`src/hdl/mep_pkg.sv`:
```
// Shared types and constants for the Mandelbrot escape-time pixel block.
// No dependencies; imported by mandelbrot_escape_pixel.
`timescale 1ns / 1ps

package mep_pkg;

    // Field widths fixed by the interface
    localparam int COORD_W    = 12;
    localparam int HEIGHT_W   = 13;
    localparam int PITCH_W    = 47;
    localparam int ORIGIN_W   = 48;
    localparam int ITER_W     = 8;
    localparam int COLOR_W    = 32;
    localparam int CFG_IDX_W  = 3;
    localparam int CFG_DATA_W = 48;

    // Configuration register indexes
    localparam logic [CFG_IDX_W-1:0] CFG_ORIGIN_X  = 3'd0;
    localparam logic [CFG_IDX_W-1:0] CFG_ORIGIN_Y  = 3'd1;
    localparam logic [CFG_IDX_W-1:0] CFG_PITCH     = 3'd2;
    localparam logic [CFG_IDX_W-1:0] CFG_HEIGHT    = 3'd3;
    localparam logic [CFG_IDX_W-1:0] CFG_MAX_ITER  = 3'd4;

    localparam logic [HEIGHT_W-1:0] HEIGHT_RST   = 13'd1024;
    localparam logic [ITER_W-1:0]   MAX_ITER_RST = 8'd100;

    // Multiply sequencer steps: issue partials 0..3, accumulate 1..4, store 5
    localparam logic [2:0] STEP_MUL_LAST = 3'd3;
    localparam logic [2:0] STEP_ACC_LAST = 3'd4;
    localparam logic [2:0] STEP_STORE    = 3'd5;

    // Jet color map: band = (2t+25)/50, divide by 50 via reciprocal multiply
    localparam logic [9:0]  JET_OFFSET = 10'd25;
    localparam logic [9:0]  JET_DIV    = 10'd50;
    localparam logic [14:0] DIV50_MUL  = 15'd20972;
    localparam int          DIV50_SH   = 20;
    localparam logic [7:0]  FULL_SCALE = 8'd255;

    localparam logic [3:0] BAND_BLUE   = 4'd0;
    localparam logic [3:0] BAND_CYAN   = 4'd1;
    localparam logic [3:0] BAND_GREEN  = 4'd2;
    localparam logic [3:0] BAND_YELLOW = 4'd3;
    localparam logic [3:0] BAND_RED    = 4'd4;

    localparam logic [7:0]         ALPHA_OPAQUE = 8'hFF;
    localparam logic [COLOR_W-1:0] COLOR_BLACK  = 32'hFF00_0000;

    typedef struct packed {
        logic [COORD_W-1:0] column;
        logic [COORD_W-1:0] row;
    } t_pix_in;

    typedef struct packed {
        logic [COLOR_W-1:0] color;
        logic [ITER_W-1:0]  iterations;
        logic               inside_res;
    } t_pix_out;

    typedef enum logic [2:0] {
        S_IDLE,
        S_MUL,
        S_ITER,
        S_TEST,
        S_BAND,
        S_COLOR
    } t_state;

    typedef enum logic [2:0] {
        OP_CX,
        OP_CY,
        OP_XS,
        OP_YS,
        OP_XY
    } t_mul_op;

endpackage

```
`src/hdl/mandelbrot_escape_pixel.sv`:
```
// Mandelbrot escape-time pixel with jet color map; depends on mep_pkg.
// One shared multiplier builds every product from four partial products.
// Throughput: one pixel at a time; the next transfer is taken once the result
// sits in the output register. Reset (synchronous, active low) idles the
// sequencer, drops the pending result and restores the register defaults.
`timescale 1ns / 1ps

module mandelbrot_escape_pixel #(
    parameter int FRAC_BITS = 44
) (
    input  logic              i_clk,
    input  logic              i_rst_n,
    // pixel input channel
    input  logic              i_in_valid,
    output logic              o_in_ready,
    input  mep_pkg::t_pix_in  i_in_data,
    // result channel
    output logic              o_out_valid,
    input  logic              i_out_ready,
    output mep_pkg::t_pix_out o_out_data,
    // configuration write port
    input  logic                               i_cfg_we,
    input  logic [mep_pkg::CFG_IDX_W-1:0]      i_cfg_idx,
    input  logic [mep_pkg::CFG_DATA_W-1:0]     i_cfg_data
);

    import mep_pkg::*;

    // Q4.FRAC_BITS coordinates
    localparam int QW      = FRAC_BITS + 4;
    // Half width of a multiplier operand: must split |z| < 2 and the pitch
    localparam int HW      = (FRAC_BITS + 2) / 2;
    localparam int MW      = (HW > 24) ? HW : 24;
    localparam int AW      = 4 * MW;
    localparam int XW      = FRAC_BITS + 2;          // square, < 4.0
    localparam int PW_P    = FRAC_BITS + 3;          // 2*x*y, < 8.0
    localparam int ROFF_W  = HEIGHT_W + 1;
    localparam int PROD_W  = HEIGHT_W + PITCH_W;     // |row offset| * pitch
    localparam int SAT_W   = (PROD_W + 2 > QW + 2) ? PROD_W + 2 : QW + 2;
    localparam logic [XW:0] FOUR = {1'b1, {XW{1'b0}}};

    // ------------------------------------------------------------------
    // Registers
    // ------------------------------------------------------------------
    t_state                     r_state, n_state;
    t_mul_op                    r_op, n_op;
    logic [2:0]                 r_step, n_step;

    logic signed [ORIGIN_W-1:0] r_origin_x, r_origin_y;
    logic [PITCH_W-1:0]         r_pitch;
    logic [HEIGHT_W-1:0]        r_height;
    logic [ITER_W-1:0]          r_max_iter;

    logic [COORD_W-1:0]         r_col, n_col;
    logic                       r_rowneg, n_rowneg;
    logic [HEIGHT_W-1:0]        r_rowmag, n_rowmag;
    logic signed [QW-1:0]       r_cx, n_cx, r_cy, n_cy;
    logic signed [QW-1:0]       r_zx, n_zx, r_zy, n_zy;
    logic [XW-1:0]              r_xs, n_xs, r_ys, n_ys;
    logic [PW_P-1:0]            r_p, n_p;
    logic [ITER_W-1:0]          r_t, n_t;
    logic                       r_inside, n_inside;
    logic [2*MW-1:0]            r_prod, n_prod;
    logic [1:0]                 r_psh, n_psh;
    logic [AW-1:0]              r_acc, n_acc;
    logic [3:0]                 r_band, n_band;
    logic [5:0]                 r_rem, n_rem;
    logic                       r_out_valid, n_out_valid;
    t_pix_out                   r_out_data, n_out_data;

    // ------------------------------------------------------------------
    // Datapath helpers
    // ------------------------------------------------------------------
    logic [ROFF_W-1:0]          row_off, row_off_neg;
    logic [QW-1:0]              ax, ay;
    logic [2*MW-1:0]            op_a, op_b;
    logic [MW-1:0]              a_part, b_part;
    logic [AW-1:0]              acc_add;
    logic signed [PROD_W:0]     c_prod;
    logic signed [SAT_W-1:0]    cx_sum, cy_sum, zx_sum, zy_sum;
    logic signed [PW_P:0]       p_s;
    logic                       xy_neg;
    logic [XW:0]                sq_sum;
    logic [9:0]                 jet_num, jet_rem;
    logic [24:0]                band_prod;
    logic [13:0]                f_num;
    logic [28:0]                f_prod;
    logic [7:0]                 f_val, red, green, blue;

    // Clamp a wide signed sum into the Q4 range
    function automatic logic signed [QW-1:0] sat_q(input logic signed [SAT_W-1:0] v);
        logic [SAT_W-QW:0] top;
        top = v[SAT_W-1:QW-1];
        if ((&top) || !(|top)) begin
            return v[QW-1:0];
        end else if (v[SAT_W-1]) begin
            return {1'b1, {(QW-1){1'b0}}};
        end else begin
            return {1'b0, {(QW-1){1'b1}}};
        end
    endfunction

    assign o_in_ready  = (r_state == S_IDLE);
    assign o_out_valid = r_out_valid;
    assign o_out_data  = r_out_data;

    // Row axis flips: offset is height - row, may go negative
    assign row_off     = {1'b0, r_height} - {{(ROFF_W-COORD_W){1'b0}}, i_in_data.row};
    assign row_off_neg = -row_off;

    assign ax = r_zx[QW-1] ? -r_zx : r_zx;
    assign ay = r_zy[QW-1] ? -r_zy : r_zy;

    // Operand pair for the product being built
    always_comb begin
        op_a = '0;
        op_b = '0;
        unique case (r_op)
            OP_CX: begin
                op_a[COORD_W-1:0]  = r_col;
                op_b[PITCH_W-1:0]  = r_pitch;
            end
            OP_CY: begin
                op_a[HEIGHT_W-1:0] = r_rowmag;
                op_b[PITCH_W-1:0]  = r_pitch;
            end
            OP_XS: begin
                op_a[FRAC_BITS:0]  = ax[FRAC_BITS:0];
                op_b[FRAC_BITS:0]  = ax[FRAC_BITS:0];
            end
            OP_YS: begin
                op_a[FRAC_BITS:0]  = ay[FRAC_BITS:0];
                op_b[FRAC_BITS:0]  = ay[FRAC_BITS:0];
            end
            OP_XY: begin
                op_a[FRAC_BITS:0]  = ax[FRAC_BITS:0];
                op_b[FRAC_BITS:0]  = ay[FRAC_BITS:0];
            end
            default: begin
                op_a = '0;
                op_b = '0;
            end
        endcase
    end

    // Step bit 0 picks the half of A, bit 1 the half of B
    assign a_part = r_step[0] ? op_a[2*MW-1:MW] : op_a[MW-1:0];
    assign b_part = r_step[1] ? op_b[2*MW-1:MW] : op_b[MW-1:0];

    always_comb begin
        unique case (r_psh)
            2'b00:   acc_add = AW'(r_prod);
            2'b11:   acc_add = AW'(r_prod) << (2 * MW);
            default: acc_add = AW'(r_prod) << MW;
        endcase
    end

    // c = origin + offset * pitch, before clamping
    assign c_prod = $signed({1'b0, r_acc[PROD_W-1:0]});
    assign cx_sum = SAT_W'(r_origin_x) + SAT_W'(c_prod);
    assign cy_sum = SAT_W'(r_origin_y) + (r_rowneg ? -SAT_W'(c_prod) : SAT_W'(c_prod));

    // z update: zx = x^2 - y^2 + cx, zy = +-2|x||y| + cy
    assign xy_neg = r_zx[QW-1] ^ r_zy[QW-1];
    assign p_s    = $signed({1'b0, r_p});
    assign zx_sum = SAT_W'($signed({1'b0, r_xs})) - SAT_W'($signed({1'b0, r_ys}))
                  + SAT_W'(r_cx);
    assign zy_sum = SAT_W'(r_cy) + (xy_neg ? -SAT_W'(p_s) : SAT_W'(p_s));
    assign sq_sum = {1'b0, r_xs} + {1'b0, r_ys};

    // Color band and fraction, divide by 50 through the reciprocal
    assign jet_num   = {1'b0, r_t, 1'b0} + JET_OFFSET;
    assign band_prod = jet_num * DIV50_MUL;
    assign jet_rem   = jet_num - 10'(band_prod[DIV50_SH +: 4] * JET_DIV);
    assign f_num     = r_rem * FULL_SCALE;
    assign f_prod    = f_num * DIV50_MUL;
    assign f_val     = f_prod[DIV50_SH +: 8];

    always_comb begin
        red   = '0;
        green = '0;
        blue  = '0;
        unique case (r_band)
            BAND_BLUE: begin
                blue  = f_val;
            end
            BAND_CYAN: begin
                green = f_val;
                blue  = FULL_SCALE;
            end
            BAND_GREEN: begin
                red   = f_val;
                green = FULL_SCALE;
                blue  = FULL_SCALE - f_val;
            end
            BAND_YELLOW: begin
                red   = FULL_SCALE;
                green = FULL_SCALE - f_val;
            end
            BAND_RED: begin
                red   = FULL_SCALE - f_val;
            end
            default: begin
                red   = '0;
            end
        endcase
    end

    // ------------------------------------------------------------------
    // Sequencer: next state and datapath loads
    // ------------------------------------------------------------------
    always_comb begin
        n_state     = r_state;
        n_op        = r_op;
        n_step      = r_step;
        n_col       = r_col;
        n_rowneg    = r_rowneg;
        n_rowmag    = r_rowmag;
        n_cx        = r_cx;
        n_cy        = r_cy;
        n_zx        = r_zx;
        n_zy        = r_zy;
        n_xs        = r_xs;
        n_ys        = r_ys;
        n_p         = r_p;
        n_t         = r_t;
        n_inside    = r_inside;
        n_prod      = r_prod;
        n_psh       = r_psh;
        n_acc       = r_acc;
        n_band      = r_band;
        n_rem       = r_rem;
        n_out_valid = r_out_valid;
        n_out_data  = r_out_data;

        // drop the result once the far side takes it
        if (r_out_valid && i_out_ready) begin
            n_out_valid = 1'b0;
        end

        unique case (r_state)
            S_IDLE: begin
                if (i_in_valid) begin
                    n_col    = i_in_data.column;
                    n_rowneg = row_off[ROFF_W-1];
                    n_rowmag = row_off[ROFF_W-1] ? row_off_neg[HEIGHT_W-1:0]
                                                 : row_off[HEIGHT_W-1:0];
                    n_zx     = '0;
                    n_zy     = '0;
                    n_t      = '0;
                    n_inside = 1'b1;
                    n_op     = OP_CX;
                    n_step   = '0;
                    n_state  = S_MUL;
                end
            end

            S_MUL: begin
                // issue one partial product, accumulate the previous one
                if (r_step <= STEP_MUL_LAST) begin
                    n_prod = a_part * b_part;
                    n_psh  = r_step[1:0];
                end
                if (r_step != '0 && r_step <= STEP_ACC_LAST) begin
                    n_acc = ((r_step == 3'd1) ? '0 : r_acc) + acc_add;
                end
                if (r_step == STEP_STORE) begin
                    n_step = '0;
                    unique case (r_op)
                        OP_CX: begin
                            n_cx = sat_q(cx_sum);
                            n_op = OP_CY;
                        end
                        OP_CY: begin
                            n_cy    = sat_q(cy_sum);
                            n_state = S_ITER;
                        end
                        OP_XS: begin
                            n_xs = r_acc[FRAC_BITS +: XW];
                            n_op = OP_YS;
                        end
                        OP_YS: begin
                            n_ys = r_acc[FRAC_BITS +: XW];
                            n_op = OP_XY;
                        end
                        OP_XY: begin
                            n_p     = r_acc[FRAC_BITS-1 +: PW_P];
                            n_state = S_TEST;
                        end
                        default: begin
                            n_state = S_IDLE;
                        end
                    endcase
                end else begin
                    n_step = r_step + 3'd1;
                end
            end

            S_ITER: begin
                // count the pass first, then escape at once on a large component
                if (r_t >= r_max_iter) begin
                    n_state = S_BAND;
                end else begin
                    n_t = r_t + 1'b1;
                    if ((|ax[QW-1:FRAC_BITS+1]) || (|ay[QW-1:FRAC_BITS+1])) begin
                        n_inside = 1'b0;
                        n_state  = S_BAND;
                    end else begin
                        n_op    = OP_XS;
                        n_step  = '0;
                        n_state = S_MUL;
                    end
                end
            end

            S_TEST: begin
                if (sq_sum >= FOUR) begin
                    n_inside = 1'b0;
                    n_state  = S_BAND;
                end else begin
                    n_zx    = sat_q(zx_sum);
                    n_zy    = sat_q(zy_sum);
                    n_state = S_ITER;
                end
            end

            S_BAND: begin
                n_band  = band_prod[DIV50_SH +: 4];
                n_rem   = jet_rem[5:0];
                n_state = S_COLOR;
            end

            S_COLOR: begin
                // hold until the output register is free
                if (!r_out_valid || i_out_ready) begin
                    n_out_valid                = 1'b1;
                    n_out_data.color           = r_inside ? COLOR_BLACK
                                                          : {ALPHA_OPAQUE, red, green, blue};
                    n_out_data.iterations      = r_t;
                    n_out_data.inside_res      = r_inside;
                    n_state                    = S_IDLE;
                end
            end

            default: begin
                n_state = S_IDLE;
            end
        endcase
    end

    // ------------------------------------------------------------------
    // Control and configuration registers
    // ------------------------------------------------------------------
    always_ff @(posedge i_clk) begin
        if (!i_rst_n) begin
            r_state     <= S_IDLE;
            r_op        <= OP_CX;
            r_step      <= '0;
            r_out_valid <= 1'b0;
        end else begin
            r_state     <= n_state;
            r_op        <= n_op;
            r_step      <= n_step;
            r_out_valid <= n_out_valid;
        end
    end

    always_ff @(posedge i_clk) begin
        if (!i_rst_n) begin
            r_origin_x <= '0;
            r_origin_y <= '0;
            r_pitch    <= '0;
            r_height   <= HEIGHT_RST;
            r_max_iter <= MAX_ITER_RST;
        end else if (i_cfg_we) begin
            unique case (i_cfg_idx)
                CFG_ORIGIN_X: r_origin_x <= i_cfg_data[ORIGIN_W-1:0];
                CFG_ORIGIN_Y: r_origin_y <= i_cfg_data[ORIGIN_W-1:0];
                CFG_PITCH:    r_pitch    <= i_cfg_data[PITCH_W-1:0];
                CFG_HEIGHT:   r_height   <= i_cfg_data[HEIGHT_W-1:0];
                CFG_MAX_ITER: r_max_iter <= i_cfg_data[ITER_W-1:0];
                default:      r_max_iter <= r_max_iter;
            endcase
        end
    end

    // ------------------------------------------------------------------
    // Datapath registers, no reset
    // ------------------------------------------------------------------
    always_ff @(posedge i_clk) begin
        r_col      <= n_col;
        r_rowneg   <= n_rowneg;
        r_rowmag   <= n_rowmag;
        r_cx       <= n_cx;
        r_cy       <= n_cy;
        r_zx       <= n_zx;
        r_zy       <= n_zy;
        r_xs       <= n_xs;
        r_ys       <= n_ys;
        r_p        <= n_p;
        r_t        <= n_t;
        r_inside   <= n_inside;
        r_prod     <= n_prod;
        r_psh      <= n_psh;
        r_acc      <= n_acc;
        r_band     <= n_band;
        r_rem      <= n_rem;
        r_out_data <= n_out_data;
    end

endmodule
```
`config.mk`:
```
export PLATFORM = sky130hd
export DESIGN_NAME = mandelbrot_escape_pixel
export DESIGN_NICKNAME = d
export VERILOG_FILES = /design/src/hdl/mep_pkg.sv /design/src/hdl/mandelbrot_escape_pixel.sv
export SDC_FILE = /design/constraint.sdc
export NUM_CORES = 2
export LEC_CHECK = 0
export ABC_AREA = 1
export BUFFER_PORTS_ARGS = -buffer_cell sky130_fd_sc_hd__clkbuf_2
export CORE_MARGIN = 2
export CORE_UTILIZATION = 40
export CTS_BUF_LIST = sky130_fd_sc_hd__clkbuf_4
export CTS_CLUSTER_DIAMETER = 40
export DETAILED_ROUTE_END_ITERATION = 7
export PLACE_DENSITY = 0.67
export SYNTH_ARGS = -nofsm -noshare
export SYNTH_HDL_FRONTEND = slang
export SYNTH_SLANG_ARGS = --single-unit
```
`constraint.sdc`:
```
create_clock -name i_clk -period 14 [get_ports i_clk]
set_input_delay 0 -clock i_clk [delete_from_list [all_inputs] [get_ports i_clk]]
set_output_delay 0 -clock i_clk [all_outputs]
set_load 0.02 [all_outputs]
```
### Word-level counts from Yosys, hierarchy flattened

Index checks and enable logic that the tools add are counted.

* register bits: 737
* bits of input ports: 80
* output and inout bits: 43

* $add $sub $neg: 18
* multipliers: 5
* magnitude comparators: 4
* equal/unequal tests: 30
* muxes and demuxes: 59
* bitwise gates (word level): 1
* reduce and logical (&&, ||, !) cells: 57

Operators with widths (count)
* 2-to-1 mux 48 bit: 13
* case mux 48 bit (2 select lines): 2
* case mux 96 bit (2 select lines): 1
* case mux 45 bit (3 select lines): 1
* adder 48 x 62 -> 62 bit: 2
* 2-to-1 mux 62 bit: 2
* adder 96 bit: 1
* 2-to-1 mux 96 bit: 1
* negation 48 bit: 2
* case mux 8 bit (3 select lines): 3
* case mux 32 bit (2 select lines): 1
* adder 48 x 61 -> 62 bit: 1
* negation 47 -> 62 bit: 1
* negation 60 -> 62 bit: 1
* AND reduction 15 bit: 4
* OR reduction 15 bit: 4
* adder 47 x 48 -> 49 bit: 1
* multiplier 24 x 24 -> 48 bit: 1
* 2-to-1 mux 24 bit: 2
* case mux 12 bit (4 select lines): 1
* adder 46 x 46 -> 47 bit: 1
* greater-or-equal comparator 47 bit (second input constant): 1
* subtractor 46 x 46 -> 47 bit: 1
* 2-to-1 mux 3 bit: 13
* 47 further kinds: 113

### Longest topological paths before layout

* depth after elaboration: 9
* depth in mapped cells: 44

### Least setup slack after synthesis

No wires, ideal clock.

* kind: register -> register
* from: reg r_rem[5]
* to: reg r_out_data, in the netlist o_out_data[14], data pin
* arrival time: 7978 ps
* path slack: 5767 ps
* cell stages (with the launch flop): 34
* buffers on the path: 0
* clock period less this slack: 8233 ps
* cells stage by stage: edfxtp_1 > fa_1 > inv_1 > fa_1 > inv_1 > fa_1 > ha_1 > inv_1 > o31ai_1 > a21oi_1 > nor2_1 > nor2_1 > o21ai_0 > a21o_1 > a21oi_1 > xor2_1 > inv_1 > ha_1 > fa_1 > inv_1 > fa_1 > inv_1 > fa_1 > fa_1 > ha_1 > a21oi_1 > o21ai_0 > a21oi_1 > o211ai_1 > a21oi_1 > xor2_1 > nor3_1 > o21ai_0 > inv_1

* word-level cells in the longest chain between the ends: 4

RTL lines
* from (decl): RTL line mandelbrot_escape_pixel.sv:67 `logic [5:0] r_rem, n_rem;`
* from (signal assigned): RTL line mandelbrot_escape_pixel.sv:407 `r_rem <= n_rem;`
* multiplier 6 x 8 -> 14 bit *: RTL line mandelbrot_escape_pixel.sv:175 `assign f_num = r_rem * FULL_SCALE;`
* multiplier 14 x 13 -> 26 bit *: RTL line mandelbrot_escape_pixel.sv:176 `assign f_prod = f_num * DIV50_MUL;`
* subtractor 8 bit: RTL line mandelbrot_escape_pixel.sv:194 `blue = FULL_SCALE - f_val;`
* case mux 8 bit (3 select lines) *: RTL line mandelbrot_escape_pixel.sv:183 `unique case (r_band)`
* to (signal assigned): RTL line mandelbrot_escape_pixel.sv:408 `r_out_data <= n_out_data;`
* to (decl): RTL line mandelbrot_escape_pixel.sv:69 `t_pix_out r_out_data, n_out_data;`

Mark *: on every way between the ends. The rest lies on a longest branch, timed or not.
A chain may end at the register's enable or synchronous reset.

### Worst setup path in the final report

* from: reg r_op[2]
* to: reg r_prod[47], data pin

* word-level cells in the longest chain between the ends: 5

RTL lines
* from (decl): RTL line mandelbrot_escape_pixel.sv:46 `t_mul_op r_op, n_op;`
* from (signal assigned): RTL line mandelbrot_escape_pixel.sv:362 `r_op <= n_op;`
* == test 3 bit, or another cell as far along: RTL line mandelbrot_escape_pixel.sv:118 `unique case (r_op)`
* OR reduction 2 bit (no source line)
* case mux 12 bit (4 select lines), or another cell as far along: RTL line mandelbrot_escape_pixel.sv:118
* 2-to-1 mux 24 bit (on tied branches): RTL line mandelbrot_escape_pixel.sv:147, mandelbrot_escape_pixel.sv:148
* multiplier 24 x 24 -> 48 bit *: RTL line mandelbrot_escape_pixel.sv:261 `n_prod = a_part * b_part;`
* to (signal assigned): RTL line mandelbrot_escape_pixel.sv:403 `r_prod <= n_prod;`
* to (decl): RTL line mandelbrot_escape_pixel.sv:63 `logic [2*MW-1:0] r_prod, n_prod;`

Marks and branches as above.

==> impl_results.md <==
- Termination of the worst setup path: r_prod[47]$_DFFE_PP_
- Fin nets: approximately 14000
- Pwr Total: 25200 uW
- Crit end category: flip-flop
- Sequential-to-total area share from yosys stat: ~22%
- Setup TNS: 0 ns
- Ranking of synthesized cells by area: edfxtp_1, fa_1, nand2_1
- Tightest Pin Transition: 1.18 ns
- Placed Cells: roughly 15000
- Die Area: 0.227 mm2
- Final WL: about 350000 um
- Antenna violations before repair: 20
- Gate Count Post-Synth: 12523
- Die extent in y: 476 um
- Core ar.: approximately 0.22 mm2
- WL/cell: around 22 um
- Sw Pwr: approximately 15000 uW
- Drt drc: 0
- Final Worst Setup Slack: 3.55 ns
- RePlAce Congestion: ~1.1
- Leakage: around 0.048 uW
- Port Buffers: between 100 and 150
- Status: completed
- Resized Gates After CTS: 0
- Setup Crit Path Kind: flip-flop to flip-flop
- Post-synthesis cell type count: just under 70
- Setup Buffers After CTS: 0
- Tmin final: between 10 and 15 ns
- Data arrival time of the worst path: approximately 11 ns
- Post-synth EDFFs: between 500 and 600
- Levels on crit path: 35
- Max cap viols: 0
- Setup repair after global routing missed its margin: no
- Crit-path max FO: 44
- Final Max Tran Viols: 0
- Row cnt: around 170
- Register-to-register setup slack: 3.55 ns
- CTS Buffer Depth: 3
- Syn avg cell area: a little over 7 um2
- Area Overhead vs Synth: 9.39%
- Peak VDD IR: 1000 uV
- Flop pwr share: about an eighth
- Slowest cell on the critical path: nand2_1
- Ys flop type: edfxtp_1
- Most used cell, CP: nand2_1
- Vias per cell: about 5.4
- Die width: 476 um
- Clock power share: about 8.5%
- Layout cell share with drive strength beyond 1: 5.16%
- Rel. slew slack: between 20% and 30%
- Crit path launch type: flip-flop
- Synth top area share: a little under a fifth
- I/O pins: about 120
- Largest stage delay on the critical path: around 0.77 ns
- Global-route wire length before repair: between 500000 and 600000 um
- Total number of vias: 86173
- Setup crit start: r_op[2]$_SDFFE_PN0P_
- CTS Buf Count: ~200
- TritonCTS clock tree: yes
- # clock sinks: between 700 and 800
- CP top delay family: adder cells
- Layout Skew: between 0.1 and 0.15 ns
- F_max: about 96 MHz
- Drt pass-1 iters: 8
- Root buf cell: clkbuf_4
- Hold Path Class: input port to flip-flop
- Dominant cell type by area after synthesis: edfxtp_1
- Flops & latches, synth: ~720
- Reg2reg start: r_op[2]$_SDFFE_PN0P_
- Grt total ovfl: 0
- Int Pwr: around 11000 uW
- H-tree depth: 4
- Pre-CTS setup slack: around 3.9 ns
- Final worst path period share: 74.6%
- Skew-Pair Late Insertion Delay: between 1 and 1.5 ns
- Crit path buffers/inverters: 8
- Vias in the first global route: a little over 80000
- GRT Total Usage: about 30%
- Pwr Density: roughly 260 mW/mm2
- Initial Util: around two fifths
- Combinational power share: between 70% and 80%
- Data required, critical path: 15.00 ns
- 1st-iter DRT viols: roughly 9700
- Reg-to-Reg End: r_prod[47]$_DFFE_PP_
- Net Sw Frac: between 50% and 60%
- Clock transition at the registers of the reported paths: roughly 0.07 ns
- R2r worst-path depth: 35
- Async S/R FF share, synth: 0%
- Dpl hpwl: 283000 um
- Pin count of the biggest net entering global routing: between 100 and 150
- Cell area after synthesis: 0.0891 mm2
- Setup violators final: 0
- Fin. Hold Viols: 0
- Synthesis warning total: 0
- Post-route insts no fill: roughly 16000
- ANT nets after route: 0
-- metrics by stage --
stage	instance area, um2	hold slack, ns	util [%]
finish	97500	0.0718	43.9
detailed placement	92600	0.181	41.8
CTS	97400	0.0250	43.9
global placement	92600	0.178	41.8
global route	97500	0.0757	43.9
floorplan	89100	0.0989	-
-- cells in the final DEF, fill, tap and decap left out, types with 45 or more instances in the layout --
master         instances
edfxtp_1             548
nor3_1               122
a21o_1                46
buf_4                 64
inv_1               2237
nand2_2               45
nand4_1               82
clkbuf_4             283
fa_1                 593
a21oi_1              796
xnor2_1              157
nor4_1                51
clkbuf_2             113
clkinv_1              51
nand3_1              530
o21ai_0              595
dfxtp_1              173
nor2_1              1580
ha_1                 809
a31oi_1               63
dlygate4sd3_1        195
nand2_1             2948
xor2_1               424
-- routing by layer --
layer  routed length, um  vias to the layer above  GRT usage, %
li1                    -                    40529             -
met1              137000                    40162          39.0
met2              149000                     4501          46.2
met4               23000                        8          16.8
met3               37600                      973          7.26
met5                  46                        -             0
-- worst reg2reg max path, delay by kind of cell (launching register included) --
kind,cells,cell delay (ns)
flops,1,0.34
fa+ha+maj,8,4.12
simple gates,16,2.64
xor+xnor,1,0.16
compound gates,2,0.42
buf+inv,8,2.46
-- flip-flops by register name (all words and copies together), names as in the netlist, 48 cells and up --
name	cells
r_acc	90
r_cx	48
r_cy	48
r_origin_x	48
r_origin_y	48
r_prod	48
r_zx	48
r_zy	48
-- synthesized netlist by cell type (all sizes together), types with 2 or more instances --
library cell,count
nand3,534
ha,810
o21bai,44
o21ai,616
a31o,5
a22o,2
o22ai,3
nand2,2997
nand3b,20
and2,11
a221oi,4
a31oi,63
edfxtp,548
a211oi,12
a21oi,798
a41oi,2
nand4,82
a22oi,21
a21boi,26
nor4,54
dfxtp,174
buf,131
fa,593
o221ai,7
o21a,38
o211ai,38
a311oi,3
clkbuf,150
inv,2260
nor3,133
a32oi,5
xor2,424
nor2,1607
o221a,2
o31ai,43
a221o,4
xnor2,157
o311ai,2
clkinv,6
or2,20
o41ai,5
and3,8
a21o,46
nor3b,4
o2111ai,7
-- layout make-up --
class                           count  area, um2
Fill cell                       23042     124000
Multi-Input combinational cell   9261      59400
Sequential cell                   722      19900
Inverter                         2266       8510
Tap cell                         2975       3720
Timing Repair Buffer              373       3020
Clock buffer                      283       2120
Clock inverter                    100        702
Antenna cell                       23       57.6
-- logic make-up after synthesis --
| logic type | count (synthesis) | share of synthesized area, % |
|---|---|---|
| xor+xnor | 582 | 5.74 |
| flops | 722 | 22.4 |
| simple gates | 5471 | 24.9 |
| other cells | 1 | 0.00421 |
| fa+ha+maj | 1403 | 24.7 |
| compound gates | 1797 | 11.2 |
| buf+inv | 2547 | 11.1 |
-- how the worst min path moves through the flow --
stage | start | endpoint | slack [ns] | cells past startpoint
6_report | i_in_valid | r_step[0]$_SDFFE_PN0P_ | 0.07 | 7
5_1_grt | i_in_valid | r_state[1]$_SDFFE_PN0P_ | 0.08 | 8
4_1_cts | i_in_valid | r_step[0]$_SDFFE_PN0P_ | 0.03 | 7
3_5_place_dp | i_in_data[19] | r_col[7]$_DFFE_PP_ | 0.18 | 1
3_3_place_gp | i_in_data[22] | r_col[10]$_DFFE_PP_ | 0.18 | 1
2_1_floorplan | i_in_data[12] | r_col[0]$_DFFE_PP_ | 0.1 | 0
-- timing repair --
| item | 4_1_cts | 5_1_grt |
|---|---|---|
| hold buffers | 196 | 0 |
| endpoints found under the hold margin | 269 | 0 |
| setup endpoints to repair | 0 | 0 |
-- power groups by stage --
stage	combinational [uW]	sequential [uW]	clock (uW)
floorplan	13700	3050	0
global placement	19200	3240	0
detailed placement	19300	3240	0
CTS	19600	3200	2180
global route	22200	3220	2300
finish	19800	3220	2160
Power figures use the tool's default switching activity.
